$ cat config.mk
export PLATFORM = sky130hd
export DESIGN_NAME = ost_cell
export DESIGN_NICKNAME = d
export VERILOG_FILES = /design/src/ost_pkg.sv /design/src/ost_cell.sv
export SDC_FILE = /design/constraint.sdc
export NUM_CORES = 1
export LEC_CHECK = 0
export BUFFER_PORTS_ARGS = -buffer_cell sky130_fd_sc_hd__clkbuf_2
export CAP_MARGIN = 40
export CELL_PAD_IN_SITES_DETAIL_PLACEMENT = 2
export CELL_PAD_IN_SITES_GLOBAL_PLACEMENT = 2
export CORE_MARGIN = 1
export CORE_UTILIZATION = 25
export DETAILED_ROUTE_END_ITERATION = 12
export PLACE_DENSITY_LB_ADDON = 0.1
export SETUP_SLACK_MARGIN = 0.2
export SLEW_MARGIN = 30
export SYNTH_ARGS = -nofsm -noshare
export SYNTH_HDL_FRONTEND = slang
export SYNTH_SLANG_ARGS = --single-unit
export TNS_END_PERCENT = 5
$ cat constraint.sdc
create_clock -name clk -period 3.2 [get_ports clk]
set_clock_uncertainty 0.1 [all_clocks]
set_input_delay 0.32 -clock clk [delete_from_list [all_inputs] [get_ports clk]]
set_output_delay 0.32 -clock clk [all_outputs]
set_load 0.05 [all_outputs]
$ cat src/ost_pkg.sv
`timescale 1ns / 1ps

package ost_pkg;

	localparam int FUNC_BITS = 3;

	localparam logic [FUNC_BITS-1:0] FUNC_INSERT = 3'd0;
	localparam logic [FUNC_BITS-1:0] FUNC_SORTED = 3'd1;
	localparam logic [FUNC_BITS-1:0] FUNC_ERASE  = 3'd2;
	localparam logic [FUNC_BITS-1:0] FUNC_REMOVE = 3'd3;
	localparam logic [FUNC_BITS-1:0] FUNC_GET    = 3'd4;
	localparam logic [FUNC_BITS-1:0] FUNC_SET    = 3'd5;
	localparam logic [FUNC_BITS-1:0] FUNC_FIND   = 3'd6;

	localparam logic [1:0] CELL_HOLD  = 2'd0;
	localparam logic [1:0] CELL_UP    = 2'd1;
	localparam logic [1:0] CELL_DOWN  = 2'd2;
	localparam logic [1:0] CELL_WRITE = 2'd3;

	localparam logic [1:0] MATCH_NONE = 2'd0;
	localparam logic [1:0] MATCH_EQ   = 2'd1;
	localparam logic [1:0] MATCH_GE   = 2'd2;
	localparam logic [1:0] MATCH_POS  = 2'd3;

	typedef struct packed {
		logic [1:0] op;
		logic [1:0] mode;
	} cell_ctl_t;

endpackage

$ cat src/ost_cell.sv
`timescale 1ns / 1ps

module ost_cell #(
	parameter int ITEM_BITS = 32,
	parameter int CNT_BITS  = 9,
	parameter int IDX       = 0
) (
	input  logic                  clk,
	input  logic                  arst_n,
	input  ost_pkg::cell_ctl_t    ctl,
	input  logic [CNT_BITS-1:0]   op_pos,
	input  logic [CNT_BITS-1:0]   count,
	input  logic [ITEM_BITS-1:0]  value,
	input  logic [ITEM_BITS-1:0]  left_data,
	input  logic [ITEM_BITS-1:0]  right_data,
	output logic [ITEM_BITS-1:0]  data,
	output logic                  hit
);
	import ost_pkg::*;

	localparam logic [CNT_BITS-1:0] MY_IDX = CNT_BITS'(IDX);

	logic [ITEM_BITS-1:0] data_q;
	logic                 hit_s1;
	logic                 in_use;
	logic                 hit_d;

	assign in_use = MY_IDX < count;

	always_comb begin
		case (ctl.mode)
			MATCH_EQ:  hit_d = in_use && (data_q == value);
			MATCH_GE:  hit_d = in_use && (data_q >= value);
			MATCH_POS: hit_d = in_use && (MY_IDX == op_pos);
			default:   hit_d = 1'b0;
		endcase
	end

	always_ff @(posedge clk) begin
		case (ctl.op)
			CELL_UP: begin
				if (MY_IDX > op_pos) data_q <= left_data;
				else if (MY_IDX == op_pos) data_q <= value;
			end
			CELL_DOWN: begin
				if (MY_IDX >= op_pos) data_q <= right_data;
			end
			CELL_WRITE: begin
				if (MY_IDX == op_pos) data_q <= value;
			end
			default: begin
			end
		endcase
	end

	always_ff @(posedge clk or negedge arst_n) begin
		if (!arst_n) begin
			hit_s1 <= 1'b0;
		end else begin
			hit_s1 <= hit_d;
		end
	end

	assign data = data_q;
	assign hit  = hit_s1;

endmodule

==> summary.md <==
| Metric | Value |
|---|---|
| Hpwl dp | `6.375 mm` |
| Post-synthesis simple-gate area fraction | `18.23%` |
| Area after DPL | `3299 um^2` |
| FMAX | `~470 MHz` |
| Crit path max-delay cell type | `edfxtp_1` |
| Worst path required time | `~3.3 ns` |
| Via density | `4.678` |
| VDD IR max | `123.3 uV` |
| # rows | `36` |
| Max-Cap Viols | `0` |
| WP data arrival | `2.23 ns` |
| PwrDens | `369.1 nW/um^2` |
| Tcrit/Tclk final | `65.95%` |
| Share of flip-flops with an asynchronous set or reset | `3.030%` |
| Post-synth EDFFs | `32` |
| Fin nets | `570` |
| Clock Power Share | `24.8%` |
| Slew margin rel. | `51.72%` |
| Placed Cells | `~540` |
| CP max FO | `3` |
| Setup CP Type | `flop to flop` |
| Worst setup path startpoint | `data[29]` |
| Final core utilization | `34.81%` |
| DRT iter0 DRCs | `35` |
| Seq pwr share | `43.3%` |
| DR pass1 iterations | `4` |
| Synth unique cells | `30` |
| Final Slew Violations | `0` |
| CP Launch Type | `flop` |
| Ratio of cells with drive above 1 in the final layout | `32.22%` |
| Hold depth | `3` |
| CP endpoint kind | `flop` |
| Syn-to-layout area delta | `33.86%` |
| Worst r2r dst | `hit` |
| Fill cell count | `approximately 1200` |
| Hold Path Class | `input port to flop` |
| Cell chosen for the clock root | `clkbuf_8` |
| First-pass GRT wire length | `12.48 mm` |
| Largest family of logic cells by synthesized area | `compound AO/OA/AOI/OAI gates` |
| Worst Tran Pin Value | `slightly above 0.7 ns` |
| Combinational share of power | `between 30% and 40%` |
| Sink Count | `33` |
| Peak per-stage delay on the critical path | `approximately 0.43 ns` |
| Syn Nets | `452` |
| Antenna Cells | `0` |
| Port-buffer cells | `between 100 and 150` |
| DRC errors left | `0` |
| Dpl ws | `around 0.91 ns` |
| Die width | `103.1 um` |
| Vert. Die Dim | `103.1 um` |
| Grt total ovfl | `0` |
| Syn_area_per_cell | `8.512 um^2` |
| Mapped Area | `between 2000 and 3000 um^2` |
| Compound-gate portion of the synthesized area | `19.89%` |
| Reg clk slew, reported paths | `roughly 0.08 ns` |
| Largest net degree at the start of global routing | `65` |
| R2R depth | `6` |
| Setup TNS | `0 ns` |
| Adder-Cell Fraction of Synth Area | `15.68%` |
| Xor/xnor cell area share of the yosys netlist | `0%` |
| Reg2Reg Setup Slack | `1.09 ns` |
| Worst skew pair latency | `0.29 ns` |
| Global routing usage on met2 | `26.72%` |
| Post-Synthesis Cells | `300` |
| Ys flop type | `edfxtp_1` |
| Synth warn | `0` |
| Setup crit end | `hit` |
| Die footprint | `10620 um^2` |
| CP Depth | `6` |
| Final worst slack | `~1.1 ns` |
| Core Area | `9819 um^2` |
| Pleak | `1.679 nW` |
| Initial Util | `around a quarter` |
| Total Routing Usage GR | `15.42%` |
| WL final | `between 7 and 8 mm` |
| Routability cong. | `between 0.6 and 0.7` |
| Via count | `between 2000 and 3000` |
| Initial antenna violation count | `0` |
| CTS tree | `yes` |
| Most utilized layer in the global route result | `met2` |
| Tmin final | `2.110 ns` |
| Max H-tree Level | `2` |
| Design area | `3418 um^2` |
| Synthesis-stage register bit count | `33` |
| Fin cells | `552` |
| Max Buffers Root-to-Sink | `2` |
| NetSw | `0.4541 mW` |
| Critical-path cell list | `ha_1 -> nand4_1 -> nor4_4 -> nand3_1 -> o2bb2ai_1 -> o311a_1` |
| Met3 Use GR | `under 10%` |
| CP bufs+invs | `0` |
| Internal Pwr Total | `0.8077 mW` |
| Sw Ratio | `35.99%` |
| Total power | `about 1.3 mW` |
| Unrepaired setup endpoints after global routing | `false` |
| Worst flop-to-flop path startpoint | `data[29]` |
| Met1 Usage GRT | `19.30%` |
| Drt wl/cell | `14.48 um` |
| Final hold viol count | `0` |
| TritonCTS buffer count | `5` |
| Post-CTS Setup Bufs | `0` |
| Seq/Total Area, Yosys | `38.61%` |
| Delay-heaviest family, CP | `simple AND/OR/NAND/NOR gates` |
| Hold path startpoint | `right_data[9]` |
| Status | `finished, final reports clean` |
| Final setup viols | `0` |
| DRT antenna net count | `0` |
| Hold WS | `0.2086 ns` |
| # IOs | `153` |
| Post-synthesis mux area share | `less than 1%` |
| Vias in the first global route | `2681` |
registers in the layout, summed over array words and instances (netlist names):
signal / cells
hit: 1
data: 32
cell usage after synthesis (2+ instances only):
cell | number | area, um^2
inv_1 | 34 | 127.6
nand2_1 | 37 | 138.9
nand3_1 | 5 | 25.02
nand4_1 | 7 | 43.79
edfxtp_1 | 32 | 960.9
a21o_1 | 2 | 15.01
o21ai_0 | 9 | 45.04
nor3_1 | 2 | 10.01
ha_1 | 32 | 400.4
nor2_1 | 37 | 138.9
a21oi_1 | 41 | 205.2
clkbuf_1 | 7 | 26.28
buf_2 | 6 | 30.03
o311a_1 | 2 | 20.02
nor2b_1 | 3 | 18.77
nor4_4 | 2 | 42.54
o21ai_1 | 29 | 145.1
power by group through the flow:
stage / sequential (mW) / combinational [mW] / clock (mW)
finish: 0.546 / 0.403 / 0.313
global route: 0.551 / 0.447 / 0.342
CTS: 0.547 / 0.409 / 0.327
detailed placement: 0.557 / 0.406 / 0
global placement: 0.555 / 0.396 / 0
floorplan: 0.662 / 0.150 / 0
cell usage in the layout, fill, tap and decap left out, types with 2 or more instances in the layout:
master	synthesis	final
a21o_1	2	2
a21oi_1	41	41
clkbuf_2	0	120
clkbuf_8	0	5
clkinv_1	0	2
edfxtp_1	32	32
ha_1	32	32
inv_1	34	34
nand2_1	37	37
nand3_1	5	5
nand4_1	7	7
nor2_1	37	37
nor2b_1	3	2
nor3_1	2	2
nor4_4	2	2
o21ai_0	9	9
o21ai_1	29	29
o311a_1	2	2
cells by family (layout without fill, tap and decap cells):
family	after synthesis	after routing
flip-flops	33	33
AND/OR/NAND/NOR	97	97
multiplexers	1	1
AO/OA/AOI/OAI	90	90
adder cells (fa/ha/maj)	32	32
buffers and inverters	47	166
worst min path at each step:
stage / endpoint
3_3_place_gp: hit
2_1_floorplan: hit
6_report: data[9]
5_1_grt: data[23]
4_1_cts: data[0]
3_5_place_dp: hit
worst min-delay path, stage by stage:
cell      delay [ns]
clkbuf_2        0.08
nand2_1         0.04
o21ai_1         0.06
layer usage:
layer | vias up | routed length (um)
li1 | 1293 | -
met1 | 1204 | 3616
met2 | 78 | 3815
met3 | 7 | 486
met4 | 0 | 75
met5 | - | 0
repair_timing:
| item | CTS | global route |
|---|---|---|
| setup endpoints to repair | 0 | 0 |
| endpoints found under the hold margin | 1 | 0 |
| resized for setup | 0 | 0 |
| hold buffers | 1 | 0 |
layout make-up:
type	count	area, um^2	share of cell area [%]
flip-flops and latches	33	985.9	28.84
repair buffers	124	665.6	19.47
well taps	133	166.4	4.868
multi-input cells	220	1391	40.70
clock buffers	5	68.82	2.013
inverters	34	127.6	3.734
clock inverters	3	12.51	0.3660
(Power assumes the default switching activity.)
